===== src/hdl/i2cmbe_pkg.sv =====
// Package: command codes, classified command type and phase constants of the I2C byte engine.
`timescale 1ns / 1ps

package i2cmbe_pkg;

    // operation codes on the request channel
    localparam logic [2:0] OP_START  = 3'd0;
    localparam logic [2:0] OP_RSTART = 3'd1;
    localparam logic [2:0] OP_STOP   = 3'd2;
    localparam logic [2:0] OP_WRITE  = 3'd3;
    localparam logic [2:0] OP_READ   = 3'd4;

    // classified command kinds
    localparam logic [1:0] KIND_START = 2'd0;
    localparam logic [1:0] KIND_STOP  = 2'd1;
    localparam logic [1:0] KIND_WRITE = 2'd2;
    localparam logic [1:0] KIND_READ  = 2'd3;

    // half-period phase counts
    localparam int PH_W        = 5;
    localparam int BUS_PHASES  = 3;
    localparam int BYTE_PHASES = 18;
    localparam int DATA_PHASES = 16;

    localparam int QUEUE_DEPTH_DEF = 2;

    // data: tx byte for write, rx byte for read
    // flag: acked for write, SDA level of the acknowledge bit for read
    typedef struct packed {
        logic [1:0] kind;
        logic [7:0] data;
        logic       flag;
    } cmd_t;

endpackage


===== src/hdl/i2cmbe_front.sv =====
// Front stage: accept requests, classify them, drop unknown operations.
`timescale 1ns / 1ps

module i2cmbe_front
    import i2cmbe_pkg::*;
(
    input  logic       aclk,
    input  logic       aresetn,
    input  logic       s_valid,
    output logic       s_ready,
    input  logic [2:0] s_operation,
    input  logic [7:0] s_tx_byte,
    input  logic       s_send_ack,
    input  logic [8:0] s_sda_samples,
    output logic       q_valid,
    input  logic       q_ready,
    output cmd_t       q_cmd
);

    logic valid_reg, valid_next;
    cmd_t cmd_reg, cmd_next;
    logic known;

    always_comb begin
        known         = 1'b1;
        cmd_next.kind = KIND_START;
        cmd_next.data = 8'd0;
        cmd_next.flag = 1'b0;
        case (s_operation)
            OP_START, OP_RSTART: begin
                cmd_next.kind = KIND_START;
            end
            OP_STOP: begin
                cmd_next.kind = KIND_STOP;
            end
            OP_WRITE: begin
                cmd_next.kind = KIND_WRITE;
                cmd_next.data = s_tx_byte;
                cmd_next.flag = ~s_sda_samples[0];
            end
            OP_READ: begin
                cmd_next.kind = KIND_READ;
                cmd_next.data = s_sda_samples[8:1];
                cmd_next.flag = ~s_send_ack;
            end
            default: begin
                known = 1'b0;
            end
        endcase
    end

    assign s_ready = !valid_reg || q_ready;
    assign q_valid = valid_reg;
    assign q_cmd   = cmd_reg;

    always_comb begin
        valid_next = valid_reg;
        if (s_ready) begin
            valid_next = s_valid && known;
        end
    end

    always_ff @(posedge aclk) begin
        if (!aresetn) begin
            valid_reg <= 1'b0;
        end else begin
            valid_reg <= valid_next;
        end
    end

    always_ff @(posedge aclk) begin
        if (s_ready && s_valid && known) begin
            cmd_reg <= cmd_next;
        end
    end

endmodule


===== src/hdl/i2cmbe_queue.sv =====
// Short command queue between the front stage and the phase sequencer.
`timescale 1ns / 1ps

module i2cmbe_queue
    import i2cmbe_pkg::*;
#(
    parameter int DEPTH = QUEUE_DEPTH_DEF
) (
    input  logic aclk,
    input  logic aresetn,
    input  logic in_valid,
    output logic in_ready,
    input  cmd_t in_cmd,
    output logic out_valid,
    input  logic out_ready,
    output cmd_t out_cmd
);

    localparam int PTR_W = (DEPTH > 1) ? $clog2(DEPTH) : 1;
    localparam int CNT_W = $clog2(DEPTH + 1);

    cmd_t             slot_reg [DEPTH];
    logic [PTR_W-1:0] wr_ptr_reg, wr_ptr_next;
    logic [PTR_W-1:0] rd_ptr_reg, rd_ptr_next;
    logic [CNT_W-1:0] count_reg, count_next;
    logic             push, pop;

    assign in_ready  = count_reg != CNT_W'(DEPTH);
    assign out_valid = count_reg != '0;
    assign out_cmd   = slot_reg[rd_ptr_reg];
    assign push      = in_valid && in_ready;
    assign pop       = out_valid && out_ready;

    always_comb begin
        wr_ptr_next = wr_ptr_reg;
        rd_ptr_next = rd_ptr_reg;
        count_next  = count_reg;
        if (push) begin
            wr_ptr_next = (wr_ptr_reg == PTR_W'(DEPTH - 1)) ? '0 : wr_ptr_reg + 1'b1;
        end
        if (pop) begin
            rd_ptr_next = (rd_ptr_reg == PTR_W'(DEPTH - 1)) ? '0 : rd_ptr_reg + 1'b1;
        end
        if (push && !pop) begin
            count_next = count_reg + 1'b1;
        end else if (pop && !push) begin
            count_next = count_reg - 1'b1;
        end
    end

    always_ff @(posedge aclk) begin
        if (!aresetn) begin
            wr_ptr_reg <= '0;
            rd_ptr_reg <= '0;
            count_reg  <= '0;
        end else begin
            wr_ptr_reg <= wr_ptr_next;
            rd_ptr_reg <= rd_ptr_next;
            count_reg  <= count_next;
        end
    end

    always_ff @(posedge aclk) begin
        if (push) begin
            slot_reg[wr_ptr_reg] <= in_cmd;
        end
    end

    a_count_bound: assert property (@(posedge aclk) disable iff (!aresetn)
        count_reg <= CNT_W'(DEPTH))
        else $error("queue count above depth");

endmodule


===== src/hdl/i2cmbe_back.sv =====
// Phase sequencer: expand one command into its half-period bus phases.
`timescale 1ns / 1ps

module i2cmbe_back
    import i2cmbe_pkg::*;
(
    input  logic       aclk,
    input  logic       aresetn,
    input  logic       q_valid,
    output logic       q_ready,
    input  cmd_t       q_cmd,
    output logic       m_valid,
    input  logic       m_ready,
    output logic       m_scl_level,
    output logic       m_sda_level,
    output logic       m_last_phase,
    output logic [7:0] m_rx_byte,
    output logic       m_acked
);

    logic            busy_reg, busy_next;
    logic [PH_W-1:0] phase_reg, phase_next;
    cmd_t            cmd_reg;
    logic            out_valid_reg, out_valid_next;
    logic            scl_reg, sda_reg, last_reg, acked_reg;
    logic [7:0]      rx_reg;

    logic            issue, is_last, bus_cmd, pop;
    logic            scl_ph, sda_ph;
    logic [7:0]      rx_ph;
    logic            acked_ph;

    assign bus_cmd = (cmd_reg.kind == KIND_START) || (cmd_reg.kind == KIND_STOP);
    assign issue   = busy_reg && (!out_valid_reg || m_ready);
    assign is_last = bus_cmd ? (phase_reg == PH_W'(BUS_PHASES - 1))
                             : (phase_reg == PH_W'(BYTE_PHASES - 1));
    assign q_ready = !busy_reg || (issue && is_last);
    assign pop     = q_valid && q_ready;

    // line levels of the current phase
    always_comb begin
        scl_ph   = phase_reg[0];
        sda_ph   = 1'b1;
        rx_ph    = 8'd0;
        acked_ph = 1'b0;
        case (cmd_reg.kind)
            KIND_START: begin
                scl_ph = phase_reg != '0;
                sda_ph = phase_reg != PH_W'(2);
            end
            KIND_STOP: begin
                scl_ph = phase_reg != '0;
                sda_ph = phase_reg == PH_W'(2);
            end
            KIND_WRITE: begin
                if (phase_reg < PH_W'(DATA_PHASES)) begin
                    sda_ph = cmd_reg.data[3'd7 - phase_reg[3:1]];
                end
                if (is_last) begin
                    acked_ph = cmd_reg.flag;
                end
            end
            KIND_READ: begin
                if (phase_reg >= PH_W'(DATA_PHASES)) begin
                    sda_ph = cmd_reg.flag;
                end
                if (is_last) begin
                    rx_ph = cmd_reg.data;
                end
            end
            default: begin
                sda_ph = 1'b1;
            end
        endcase
    end

    always_comb begin
        busy_next  = busy_reg;
        phase_next = phase_reg;
        if (pop) begin
            busy_next  = 1'b1;
            phase_next = '0;
        end else if (issue && is_last) begin
            busy_next = 1'b0;
        end else if (issue) begin
            phase_next = phase_reg + 1'b1;
        end
        out_valid_next = out_valid_reg;
        if (issue) begin
            out_valid_next = 1'b1;
        end else if (m_ready) begin
            out_valid_next = 1'b0;
        end
    end

    always_ff @(posedge aclk) begin
        if (!aresetn) begin
            busy_reg      <= 1'b0;
            phase_reg     <= '0;
            out_valid_reg <= 1'b0;
        end else begin
            busy_reg      <= busy_next;
            phase_reg     <= phase_next;
            out_valid_reg <= out_valid_next;
        end
    end

    always_ff @(posedge aclk) begin
        if (pop) begin
            cmd_reg <= q_cmd;
        end
        if (issue) begin
            scl_reg   <= scl_ph;
            sda_reg   <= sda_ph;
            last_reg  <= is_last;
            rx_reg    <= rx_ph;
            acked_reg <= acked_ph;
        end
    end

    assign m_valid      = out_valid_reg;
    assign m_scl_level  = scl_reg;
    assign m_sda_level  = sda_reg;
    assign m_last_phase = last_reg;
    assign m_rx_byte    = rx_reg;
    assign m_acked      = acked_reg;

    a_phase_bound: assert property (@(posedge aclk) disable iff (!aresetn)
        busy_reg |-> (phase_reg < PH_W'(BYTE_PHASES)))
        else $error("phase counter past byte length");

    a_bus_phase_bound: assert property (@(posedge aclk) disable iff (!aresetn)
        (busy_reg && bus_cmd) |-> (phase_reg < PH_W'(BUS_PHASES)))
        else $error("phase counter past start/stop length");

    a_status_on_last: assert property (@(posedge aclk) disable iff (!aresetn)
        (out_valid_reg && !last_reg) |-> (rx_reg == 8'd0 && !acked_reg))
        else $error("status fields set before last phase");

    a_idle_after_last: assert property (@(posedge aclk) disable iff (!aresetn)
        (issue && is_last && !q_valid) |=> !busy_reg)
        else $error("sequencer stays busy after last phase");

endmodule


===== src/hdl/i2c_master_byte_engine.sv =====
// Top level of the I2C master byte engine: front stage, command queue, phase sequencer.
//
//  channel   | direction | handshake         | payload
//  ----------+-----------+-------------------+---------------------------------------------
//  request   | in        | s_valid / s_ready | s_operation, s_tx_byte, s_send_ack,
//            |           |                   | s_sda_samples
//  phase     | out       | m_valid / m_ready | m_scl_level, m_sda_level, m_last_phase,
//            |           |                   | m_rx_byte, m_acked
//
// One phase result leaves per cycle while m_ready is high and commands are queued: start, repeated start and stop
// have 3 phases, write and read have 18, set by the phase counter in the sequencer.
// A request passes the front register, the queue and the sequencer's phase and output
// registers before its first phase appears. Unknown operation codes are accepted and dropped.
// Reset (aresetn low, synchronous) empties the front register, queue and sequencer.
// A stall on m_ready holds the sequencer; requests keep flowing into the front
// stage and queue until those fill.
`timescale 1ns / 1ps

module i2c_master_byte_engine
    import i2cmbe_pkg::*;
#(
    parameter int QUEUE_DEPTH = QUEUE_DEPTH_DEF
) (
    input  logic       aclk,
    input  logic       aresetn,
    input  logic       s_valid,
    output logic       s_ready,
    input  logic [2:0] s_operation,
    input  logic [7:0] s_tx_byte,
    input  logic       s_send_ack,
    input  logic [8:0] s_sda_samples,
    output logic       m_valid,
    input  logic       m_ready,
    output logic       m_scl_level,
    output logic       m_sda_level,
    output logic       m_last_phase,
    output logic [7:0] m_rx_byte,
    output logic       m_acked
);

    // front stage -> queue
    logic f_valid, f_ready;
    cmd_t f_cmd;
    // queue -> sequencer
    logic b_valid, b_ready;
    cmd_t b_cmd;

    // classify the request, drop unknown codes
    i2cmbe_front u_front (
        .aclk          (aclk),
        .aresetn       (aresetn),
        .s_valid       (s_valid),
        .s_ready       (s_ready),
        .s_operation   (s_operation),
        .s_tx_byte     (s_tx_byte),
        .s_send_ack    (s_send_ack),
        .s_sda_samples (s_sda_samples),
        .q_valid       (f_valid),
        .q_ready       (f_ready),
        .q_cmd         (f_cmd)
    );

    // decouple the front from the sequencer
    i2cmbe_queue #(
        .DEPTH (QUEUE_DEPTH)
    ) u_queue (
        .aclk      (aclk),
        .aresetn   (aresetn),
        .in_valid  (f_valid),
        .in_ready  (f_ready),
        .in_cmd    (f_cmd),
        .out_valid (b_valid),
        .out_ready (b_ready),
        .out_cmd   (b_cmd)
    );

    // expand each command into its bus phases
    i2cmbe_back u_back (
        .aclk         (aclk),
        .aresetn      (aresetn),
        .q_valid      (b_valid),
        .q_ready      (b_ready),
        .q_cmd        (b_cmd),
        .m_valid      (m_valid),
        .m_ready      (m_ready),
        .m_scl_level  (m_scl_level),
        .m_sda_level  (m_sda_level),
        .m_last_phase (m_last_phase),
        .m_rx_byte    (m_rx_byte),
        .m_acked      (m_acked)
    );

endmodule

===== config.mk =====
export PLATFORM = sky130hd
export DESIGN_NAME = i2c_master_byte_engine
export DESIGN_NICKNAME = d
export VERILOG_FILES = /design/src/hdl/i2cmbe_pkg.sv /design/src/hdl/i2cmbe_front.sv /design/src/hdl/i2cmbe_queue.sv /design/src/hdl/i2cmbe_back.sv /design/src/hdl/i2c_master_byte_engine.sv
export SDC_FILE = /design/constraint.sdc
export NUM_CORES = 1
export LEC_CHECK = 0
export BUFFER_PORTS_ARGS = -buffer_cell sky130_fd_sc_hd__buf_2
export CELL_PAD_IN_SITES_DETAIL_PLACEMENT = 1
export CELL_PAD_IN_SITES_GLOBAL_PLACEMENT = 2
export CORE_AREA = 2 2 88 82
export CTS_CLUSTER_DIAMETER = 50
export CTS_CLUSTER_SIZE = 25
export DETAILED_ROUTE_END_ITERATION = 8
export DIE_AREA = 0 0 90 84
export PLACE_DENSITY = 0.85
export SLEW_MARGIN = 20
export SYNTH_ARGS = -nofsm -noshare
export SYNTH_HDL_FRONTEND = slang
export SYNTH_SLANG_ARGS = --single-unit

===== constraint.sdc =====
create_clock -name aclk -period 5 [get_ports aclk]
set_clock_uncertainty 0.2 [all_clocks]
set_input_delay 0.5 -clock aclk [delete_from_list [all_inputs] [get_ports aclk]]
set_output_delay 0.5 -clock aclk [all_outputs]
set_load 0.005 [all_outputs]

==> results of run 1 <==
-- synthesized netlist by cell type (3+ instances only) --
master                     number
sky130_fd_sc_hd__and3_1         4
sky130_fd_sc_hd__edfxtp_1      56
sky130_fd_sc_hd__dfxtp_1       12
sky130_fd_sc_hd__nand2_1        8
sky130_fd_sc_hd__mux2_2        11
sky130_fd_sc_hd__o21ai_0        6
sky130_fd_sc_hd__xnor2_1        3
sky130_fd_sc_hd__ha_1           5
sky130_fd_sc_hd__a21oi_1        3
sky130_fd_sc_hd__xor2_1         3
sky130_fd_sc_hd__nand2b_1       3
sky130_fd_sc_hd__a22o_1         8
sky130_fd_sc_hd__or3_1          3
sky130_fd_sc_hd__and2_1        11
sky130_fd_sc_hd__inv_1          7
sky130_fd_sc_hd__a21boi_0       5
sky130_fd_sc_hd__nor2_1        10
-- worst max-delay path, stage by stage (launching register included) --
cell	delay, ns
sky130_fd_sc_hd__dfxtp_1	0.36
sky130_fd_sc_hd__inv_1	0.11
sky130_fd_sc_hd__ha_1	0.21
sky130_fd_sc_hd__nor3b_1	0.31
sky130_fd_sc_hd__nor2_1	0.10
sky130_fd_sc_hd__o22ai_1	0.13
sky130_fd_sc_hd__buf_4	0.23
sky130_fd_sc_hd__inv_1	0.07
sky130_fd_sc_hd__ha_1	0.31
sky130_fd_sc_hd__or3_1	0.35
sky130_fd_sc_hd__a21boi_0	0.19
-- routing by layer --
layer  track usage (%)  vias up  part of all wire, %
met5                 0        -                    0
met4             7.552        0                  2.1
met3             4.155        9                  4.9
met2             23.65       41                   50
met1             15.46      770                   43
li1                  -      794                    -
-- kinds of logic (layout without fill, tap and decap cells) --
logic type / after synthesis / in the layout / synth area share [%]
DFF: 68 / 68 / 69.35
and+or+nand+nor: 52 / 52 / 10.97
AOI/OAI and AO/OA: 29 / 29 / 7.856
muxes: 14 / 14 / 6.592
buffers and inverters: 8 / 62 / 1.084
xor gates and xnor gates: 6 / 6 / 1.897
adders and majority gates: 5 / 5 / 2.257
-- final timing paths --
| path | startpoint | to | slack (ns) | cells past startpoint |
|---|---|---|---|---|
| setup reg to reg | u_back.phase_reg[0]$_SDFFE_PP0P_ | u_queue.count_reg[1]$_SDFFE_PN0P_ | 2.33 | 10 |
| hold / removal | s_valid | u_front.q_valid$_SDFFE_PN0N_ | 0.23 | 3 |
| setup / recovery | u_back.phase_reg[0]$_SDFFE_PP0P_ | u_queue.count_reg[1]$_SDFFE_PN0P_ | 2.33 | 10 |
| hold reg to reg | u_front.q_cmd[10]$_DFFE_PP_ | u_queue.slot_reg[1][10]$_DFFE_PP_ | 0.25 | 0 |
-- cell type report --
type | instances | area, um2 | area share (%)
Clock buffer | 9 | 123.9 | 3.770
Timing Repair Buffer | 39 | 197.7 | 6.017
Clock inverter | 7 | 80.08 | 2.437
Multi-Input combinational cell | 106 | 819.5 | 24.94
Inverter | 7 | 26.28 | 0.7997
Sequential cell | 68 | 1922 | 58.49
Tap cell | 93 | 116.4 | 3.542
-- power groups by stage --
stage | logic (mW) | clock network [mW] | registers, mW
4_1_cts | 0.261 | 0.479 | 0.817
2_1_floorplan | 0.187 | 0 | 0.799
3_5_place_dp | 0.257 | 0 | 0.829
5_1_grt | 0.287 | 0.498 | 0.830
3_3_place_gp | 0.249 | 0 | 0.820
6_report | 0.255 | 0.466 | 0.814
-- metrics by stage --
| stage | hold WS [ns] | cells | setup WS, ns | total power, mW |
|---|---|---|---|---|
| final | 0.2276 | 329 | 2.332 | 1.534 |
| after global routing | 0.2360 | 329 | 2.117 | 1.616 |
| after CTS | 0.2189 | 329 | 2.312 | 1.557 |
| after detailed placement | 0.2302 | 313 | 2.352 | 1.086 |
| after global placement | 0.2217 | 313 | 2.495 | 1.069 |
| after floorplan | 0.2215 | 182 | 2.154 | 0.9857 |
-- layout by cell type, fill, tap and decap left out, types with 3 or more instances in the layout --
| cell type | Yosys | routed |
|---|---|---|
| sky130_fd_sc_hd__a21boi_0 | 5 | 5 |
| sky130_fd_sc_hd__mux2_2 | 11 | 11 |
| sky130_fd_sc_hd__clkbuf_8 | 0 | 9 |
| sky130_fd_sc_hd__or3_1 | 3 | 3 |
| sky130_fd_sc_hd__inv_6 | 0 | 4 |
| sky130_fd_sc_hd__xor2_1 | 3 | 3 |
| sky130_fd_sc_hd__nor2_1 | 10 | 10 |
| sky130_fd_sc_hd__ha_1 | 5 | 5 |
| sky130_fd_sc_hd__xnor2_1 | 3 | 3 |
| sky130_fd_sc_hd__and2_1 | 11 | 11 |
| sky130_fd_sc_hd__a21oi_1 | 3 | 3 |
| sky130_fd_sc_hd__buf_2 | 0 | 38 |
| sky130_fd_sc_hd__edfxtp_1 | 56 | 56 |
| sky130_fd_sc_hd__o21ai_0 | 6 | 6 |
| sky130_fd_sc_hd__and3_1 | 4 | 4 |
| sky130_fd_sc_hd__nand2b_1 | 3 | 3 |
| sky130_fd_sc_hd__nand2_1 | 8 | 8 |
| sky130_fd_sc_hd__inv_1 | 7 | 7 |
| sky130_fd_sc_hd__a22o_1 | 8 | 8 |
| sky130_fd_sc_hd__dfxtp_1 | 12 | 12 |
==> impl_metrics.tcl, run 1 <==
set metrics [dict create \
    total_of_buffers_placed_on_input_and_output_ports 38 \
    grt_pass1_vias 1642 \
    drv.max_cap_violation_count 0 \
    drive_gt1_share_pct 31.36 \
    cts_tree "done" \
    post-cts-setup-buffers 0 \
    fmaxAchievable_mhz 374.8 \
    synth.net_count 212 \
    route.detailed.vias_per_inst 4.906 \
    hold_path.class "input port to flip-flop" \
    synthTopCellsByArea "sky130_fd_sc_hd__edfxtp_1, sky130_fd_sc_hd__dfxtp_1, sky130_fd_sc_hd__mux2_2" \
    synth-edff-count 56 \
    synth_largest_area_cell "sky130_fd_sc_hd__edfxtp_1" \
    worstMarginPinSlew_ns 0.8921 \
    timing.critical_path.arrival_ns 2.73 \
    stdcell_area_um2 3286 \
    synth.avg_cell_area_um2 15.23 \
    floorplan.die_area_um2 7560 \
    tns_ns 0 \
    drt_iter0_drc 44 \
    clock_path_buffers 2 \
    criticalPathCategory "flip-flop to flip-flop" \
    status "complete, no violations" \
    placedInstanceArea_um2 3082 \
    tritoncts_num_sinks 68 \
    worst_path_fanout_max 13 \
    synth_top_area_share_pct 60.68 \
    design.final.nets 261 \
    element_type_at_the_critical_path_start "flip-flop" \
    number_of_antenna_violations_at_the_first_check_in_global_routing 0 \
    utilization_pct 48.68 \
    mean_routed_wirelength_per_cell_um 14.94 \
    cts_max_level 3 \
    drt-total-wl_mm 4.914 \
    minimum_clock_period_ns 2.668 \
    power.net_switching_uw 426.9 \
    timing.final.setup_violations 0 \
    register_bit_total_from_synthesis 68 \
    clk-insertion-delay-late_ns 0.35 \
    insertedDiodeCount 0 \
    post-route-drc-count 0 \
    clock_pin_slew_on_the_worst_setup_and_hold_paths_ns 0.08 \
    synth_top_flop_cell "sky130_fd_sc_hd__edfxtp_1" \
    switching_share_pct 27.82 \
    largest_register_ffs 22 \
    final_min_period_over_clock_period_pct 53.36 \
    post_synth_instance_area_um2 2771 \
    grtUsageTotal_pct 13.81 \
    worst_ep_required_time_ns 5.06 \
    floorplan.die.width_um 90 \
    coreArea_um2 6749 \
    grt_pass1_wl_mm 7.969 \
    power.density_cell_area_nw_per_um2 467.0 \
    root_buffer "sky130_fd_sc_hd__clkbuf_8" \
    grt_overflow_total 0 \
    unrepaired_setup_endpoints_after_global_routing "no" \
    number_of_clock_buffers_inserted_by_tritoncts 9 \
    detailedRoute.firstPassIterationCount 4 \
    ir_worst_vdd_uv 185.0 \
    seq_area_frac_synth_pct 69.35 \
    ys_async_sr_fraction_pct 0 \
    final-max-slew-violation-count 0 \
    ant_nets 0 \
    cts_resized 0 \
    via_count 1614 \
    power.internal_mw 1.108 \
    place.gp.congestion 0.7422 \
    place_hpwl_mm 3.359 \
    pwr-share-comb_pct 16.6 \
    area_growth_pct 18.56 \
    grt_max_degree 15 \
    die-height_um 84 \
    clock_power_share_pct 30.3 \
    hold_buffers 0 \
    yosysWarningCount 0 \
    netlist_instances 182 \
    worst_setup_path_end_kind "flip-flop" \
    sequentialPowerShare_pct 53.0 \
    std_cell_rows 29 \
    num_io_pins 39 \
    timing.slew.headroom_pct 40.31 \
    effective_utilization_at_floorplan_pct 41.06 \
    num-fill-cells 715 \
    timing.final.hold_violations 0 \
    post_synth_num_cell_types 38 \
    power_leakage_nw 1.208 \
]
(Power assumes the default switching activity.)
==> inputs of run 2 (changes only) <==
- CORE_AREA: 2 2 88 82 -> 2 2 91 84
- DIE_AREA: 0 0 90 84 -> 0 0 93 86
- PLACE_DENSITY: 0.85 -> 0.81
- clock period: 5 -> 2.5 ns (I/O delays scaled with it)
==> run 2 against run 1 <==
Compared with the run above: sequential power grew 99%; non-clock buffer count grew 21; critical path depth shrank 1; sequential share of layout area shrank 3.6 points; flip-flop and latch count is the same; global-route usage grew 0.12 points; via count grew 4.5%; critical path type unchanged; largest power group unchanged.
==> impl_metrics.tcl, run 2 (synthesized netlist as in run 1, its figures left out) <==
set metrics [dict create \
    layout_commonest_cell "sky130_fd_sc_hd__edfxtp_1" \
    detailedRoute.firstPassIterationCount 4 \
    ir_worst_vdd_uv 327.3 \
    power.density_cell_area_nw_per_um2 884.2 \
    place_hpwl_mm 3.371 \
    power.internal_mw 2.246 \
    final_min_period_over_clock_period_pct 90.49 \
    drv.max_cap_violation_count 0 \
    insertedDiodeCount 0 \
    power.net_switching_uw 854.2 \
    grt_overflow_total 0 \
    mostFrequentLayoutCells "sky130_fd_sc_hd__edfxtp_1, sky130_fd_sc_hd__buf_2, sky130_fd_sc_hd__dlygate4sd3_1" \
    worstMarginPinSlew_ns 0.6096 \
    sequence_of_cells_on_the_critical_path "inv_1, ha_1, nor3b_2, nor2_2, o22ai_4, inv_1, ha_1, or3_1, a21boi_1" \
    post-route-drc-count 0 \
    tritoncts_num_sinks 68 \
    utilization_pct 50.32 \
    floorplan.die.width_um 93 \
    drt_iter0_drc 39 \
    mean_routed_wirelength_per_cell_um 14.34 \
    grt_use_met2_pct 23.45 \
    total_of_buffers_placed_on_input_and_output_ports 38 \
    use_met1_pct 15.50 \
    status "complete, no violations" \
    timing.final.setup_violations 0 \
    place.gp.congestion 0.7308 \
    worst_ep_required_time_ns 2.57 \
    timing.slew.headroom_pct 59.36 \
    cpPeakStageDelay_ns 0.35 \
    number_of_antenna_violations_at_the_first_check_in_global_routing 0 \
    num-fill-cells 711 \
    drt-total-wl_mm 5.020 \
    clock_path_buffers 2 \
    placed_cells_incl_taps 316 \
    post-cts-setup-buffers 0 \
    minimum_setup_slack_after_placement_ns 0.04350 \
    route.detailed.vias_per_inst 4.817 \
    die-height_um 86 \
    design.final.nets 282 \
    element_type_at_the_critical_path_start "flip-flop" \
    via_count 1686 \
    number_of_clock_buffers_inserted_by_tritoncts 9 \
    std_cell_rows 29 \
    gr_met3_demand_resource_pct 3.691 \
    clk-insertion-delay-late_ns 0.35 \
    coreArea_um2 6967 \
    num_io_pins 39 \
    tns_ns 0 \
    unrepaired_setup_endpoints_after_global_routing "no" \
    cts_tree "done" \
    final-max-slew-violation-count 0 \
    criticalPathCategory "flip-flop to flip-flop" \
    drive_gt1_share_pct 31.13 \
    grt_most_used_layer "met2" \
    grt_pass1_wl_mm 8.349 \
    minimum_clock_period_ns 2.262 \
    switching_share_pct 27.56 \
    pwr-share-comb_pct 18.4 \
    sequentialPowerShare_pct 52.3 \
    root_buffer "sky130_fd_sc_hd__clkbuf_8" \
    clock_pin_slew_on_the_worst_setup_and_hold_paths_ns 0.08 \
    clock_power_share_pct 29.2 \
    ant_nets 0 \
    worst_path_fanout_max 3 \
    worst_setup_path_end_kind "flip-flop" \
    cts_max_level 3 \
    power_leakage_nw 1.318 \
    area_growth_pct 26.50 \
    fmaxAchievable_mhz 442.0 \
    grt_pass1_vias 1777 \
    cpMaxStageDelayCell "sky130_fd_sc_hd__or3_1" \
    hold_path.class "input port to flip-flop" \
    grt_max_degree 14 \
    timing.critical_path.arrival_ns 2.33 \
    floorplan.die_area_um2 7998 \
    timing.final.hold_violations 0 \
    largest_register_ffs 22 \
    setup_ws_ns 0.2377 \
    effective_utilization_at_floorplan_pct 39.78 \
    post_layout_nonfiller_instances 350 \
    grtUsageTotal_pct 13.94 \
]
run 2: changes by cell type in the layout (fill, tap and decap cells not counted), sizes merged:
cell	change
buf	+3
clkinv	+2
dlygate4sd3	+18
inv	-2
run 2: path summary, 6_finish.rpt:
check	depth (start not counted)	endpoint	slack, ns	start
min	2	u_front.q_cmd[9]$_DFFE_PP_	0.03	s_operation[0]
min reg2reg	0	u_queue.slot_reg[1][9]$_DFFE_PP_	0.25	u_front.q_cmd[9]$_DFFE_PP_
max	9	u_queue.count_reg[1]$_SDFFE_PN0P_	0.24	u_back.phase_reg[0]$_SDFFE_PP0P_
max reg2reg	9	u_queue.count_reg[1]$_SDFFE_PN0P_	0.24	u_back.phase_reg[0]$_SDFFE_PP0P_
run 2: worst max-delay path, delay by kind of cell (launching register included):
| kind | cells | cell delay [ns] |
|---|---|---|
| AO/OA/AOI/OAI | 2 | 0.32 |
| buffers and inverters | 2 | 0.16 |
| adder cells (fa/ha/maj) | 2 | 0.51 |
| AND/OR/NAND/NOR | 3 | 0.69 |
| flip-flops | 1 | 0.31 |
run 2: what timing repair did:
item                                    4_1_cts  5_1_grt
endpoints found under the setup margin        0        1
hold buffers                                 17        1
endpoints found under the hold margin         9        1
resized for setup                             0        4
run 2: routing by layer:
metal / part of all wire (%) / vias up / wire (um)
met1: 42 / 796 / 2101
met5: 0 / - / 0
met3: 4.2 / 10 / 211
li1: - / 831 / -
met2: 51 / 49 / 2541
met4: 3.3 / 0 / 166
run 2: cell type report:
| cell class | count | area, um2 | share of cell area, % |
|---|---|---|---|
| inverter | 7 | 26.28 | 0.7495 |
| multi-input combinational | 106 | 840.8 | 23.98 |
| clock buffer | 9 | 123.9 | 3.533 |
| tap | 93 | 116.4 | 3.319 |
| clock inverter | 7 | 75.07 | 2.141 |
| timing repair buffer | 60 | 400.4 | 11.42 |
| sequential | 68 | 1923 | 54.85 |
run 2: power by group through the flow:
stage | Clock, mW | Sequential [mW] | Combinational (mW)
floorplan | 0 | 1.60 | 0.393
global placement | 0 | 1.64 | 0.539
detailed placement | 0 | 1.65 | 0.553
CTS | 0.928 | 1.63 | 0.577
global route | 0.980 | 1.66 | 0.648
finish | 0.906 | 1.62 | 0.571
run 2: metrics by stage:
step	hold slack [ns]	area (um2)	power, mW
CTS	0.00006750	3487	3.132
floorplan	0.1717	2785	1.993
detailed placement	0.2352	3118	2.206
global placement	0.2233	3118	2.178
global route	0.01105	3506	3.283
finish	0.02861	3506	3.100
==> inputs of run 3 (changes only) <==
- REMOVE_ABC_BUFFERS: not set -> 1
==> run 3 against run 2 <==
Compared with the run above: clock power up 19%; routed wire length down 1.1%; register-to-register slack about the same; utilization down 0.66 points; worst hold slack worse by 0.028 ns; design area down 1.3%; flip-flop and latch count unchanged; highest routed layer unchanged.
==> impl_metrics.tcl, run 3 (synthesized netlist as in run 1, its figures left out) <==
set metrics [dict create \
    grt_pass1_wl_mm 8.321 \
    ant_nets 0 \
    num_io_pins 39 \
    place.gp.congestion 0.7527 \
    total_of_buffers_placed_on_input_and_output_ports 38 \
    hp-start "s_tx_byte[6]" \
    worst_r2r_start "u_back.phase_reg[1]$_SDFFE_PP0P_" \
    place_hpwl_mm 3.609 \
    minimum_setup_slack_after_placement_ns 0.06352 \
    coreArea_um2 6967 \
    placedInstanceArea_um2 3104 \
    die-height_um 86 \
    number_of_clock_buffers_inserted_by_tritoncts 9 \
    route.detailed.vias_per_inst 4.872 \
    fmaxAchievable_mhz 440.1 \
    cts_tree "done" \
    clock_power_share_pct 33.2 \
    area_growth_pct 24.83 \
    drv.max_cap_violation_count 0 \
    clock_pin_slew_on_the_worst_setup_and_hold_paths_ns 0.07 \
    mean_routed_wirelength_per_cell_um 14.48 \
    std_cell_rows 29 \
    power.net_switching_uw 821.4 \
    layout_commonest_cell "sky130_fd_sc_hd__edfxtp_1" \
    final-max-slew-violation-count 0 \
    drt-total-wl_mm 4.967 \
    pwr-share-comb_pct 16.8 \
    worst_ep_required_time_ns 2.57 \
    minimum_clock_period_ns 2.272 \
    power.density_cell_area_nw_per_um2 937.5 \
    stdcell_area_um2 3460 \
    timing.final.hold_violations 0 \
    post-route-drc-count 0 \
    floorplan.die.width_um 93 \
    cts_max_level 3 \
    criticalPathCategory "flip-flop to flip-flop" \
    critical_path.startpoint "u_back.phase_reg[1]$_SDFFE_PP0P_" \
    clock_path_buffers 2 \
    largest_register_ffs 22 \
    final_min_period_over_clock_period_pct 90.88 \
    setup_ws_ns 0.2279 \
    worst_setup_path_end_kind "flip-flop" \
    hold_path.class "input port to flip-flop" \
    num-fill-cells 728 \
    via_count 1671 \
    tritoncts_num_sinks 68 \
    grt_max_degree 14 \
    insertedDiodeCount 0 \
    clk-insertion-delay-late_ns 0.34 \
    root_buffer "sky130_fd_sc_hd__clkbuf_8" \
    power.internal_mw 2.422 \
    tns_ns 0 \
    effective_utilization_at_floorplan_pct 39.78 \
    grt_pass1_vias 1753 \
    mostFrequentLayoutCells "sky130_fd_sc_hd__edfxtp_1, sky130_fd_sc_hd__buf_2" \
    power_leakage_nw 1.303 \
    status "complete, no violations" \
    grtUsageTotal_pct 13.84 \
    number_of_antenna_violations_at_the_first_check_in_global_routing 0 \
    timing.slew.headroom_pct 59.20 \
    sequentialPowerShare_pct 50.0 \
    timing.critical_path.arrival_ns 2.34 \
    detailedRoute.firstPassIterationCount 4 \
    ir_worst_vdd_uv 372.4 \
    worst_path_fanout_max 6 \
    hold_slack_ns 0.0004608 \
    drive_gt1_share_pct 30.80 \
    unrepaired_setup_endpoints_after_global_routing "no" \
    timing.final.setup_violations 0 \
    grt_overflow_total 0 \
    design.final.nets 275 \
    element_type_at_the_critical_path_start "flip-flop" \
    floorplan.die_area_um2 7998 \
    worstMarginPinSlew_ns 0.6120 \
    drt_iter0_drc 43 \
    switching_share_pct 25.33 \
]
-- run 3: worst paths after layout --
| path | to | slack (ns) | cells after the start |
|---|---|---|---|
| min | u_front.q_cmd[7]$_DFFE_PP_ | 0.0005 | 2 |
| max | u_queue.count_reg[1]$_SDFFE_PN0P_ | 0.23 | 8 |
| max reg2reg | u_queue.count_reg[1]$_SDFFE_PN0P_ | 0.23 | 8 |
| min reg2reg | u_queue.slot_reg[0][4]$_DFFE_PP_ | 0.26 | 0 |
-- run 3: through the flow --
stage	util (%)	std cells	power (mW)
floorplan	-	181	1.967
global placement	44.56	316	2.154
detailed placement	44.56	316	2.190
CTS	49.57	343	3.287
global route	49.66	343	3.423
finish	49.66	343	3.243
-- run 3: worst max-delay path, cell delays in order (launching register included) --
cell and delay (ns):
sky130_fd_sc_hd__dfxtp_2 0.40, sky130_fd_sc_hd__ha_1 0.21, sky130_fd_sc_hd__nor3b_2 0.23, sky130_fd_sc_hd__nor2_1 0.09, sky130_fd_sc_hd__o22ai_1 0.19, sky130_fd_sc_hd__inv_1 0.08
sky130_fd_sc_hd__ha_1 0.32, sky130_fd_sc_hd__or3_1 0.34, sky130_fd_sc_hd__a21boi_0 0.15
-- run 3: per-layer routing --
metal	share of wire (%)	global-route usage, %
met4	2.6	7.620
met2	52	24.64
met1	42	15.67
met3	3.4	2.636
met5	0	0
-- run 3: repair_timing --
action	in CTS	in global routing
hold endpoints to repair	6	0
buffers inserted	0	0
gates resized for setup	0	2
endpoints found under the setup margin	0	2
hold buffers	11	0
-- run 3: power by group through the flow --
stage	clock network (mW)	registers [mW]	logic, mW
after floorplan	0	1.62	0.350
after global placement	0	1.63	0.520
after detailed placement	0	1.65	0.538
after CTS	1.11	1.63	0.555
after global routing	1.16	1.65	0.613
final	1.08	1.62	0.546
-- run 3: final cells by class --
| cell class | instances | area, um2 | share of cell area (%) |
|---|---|---|---|
| clock buffer | 9 | 123.9 | 3.580 |
| tap | 93 | 116.4 | 3.363 |
| timing repair buffer | 53 | 330.3 | 9.548 |
| clock inverter | 7 | 115.1 | 3.327 |
| inverter | 7 | 26.28 | 0.7595 |
| multi-input combinational | 106 | 824.5 | 23.83 |
| sequential | 68 | 1923 | 55.59 |
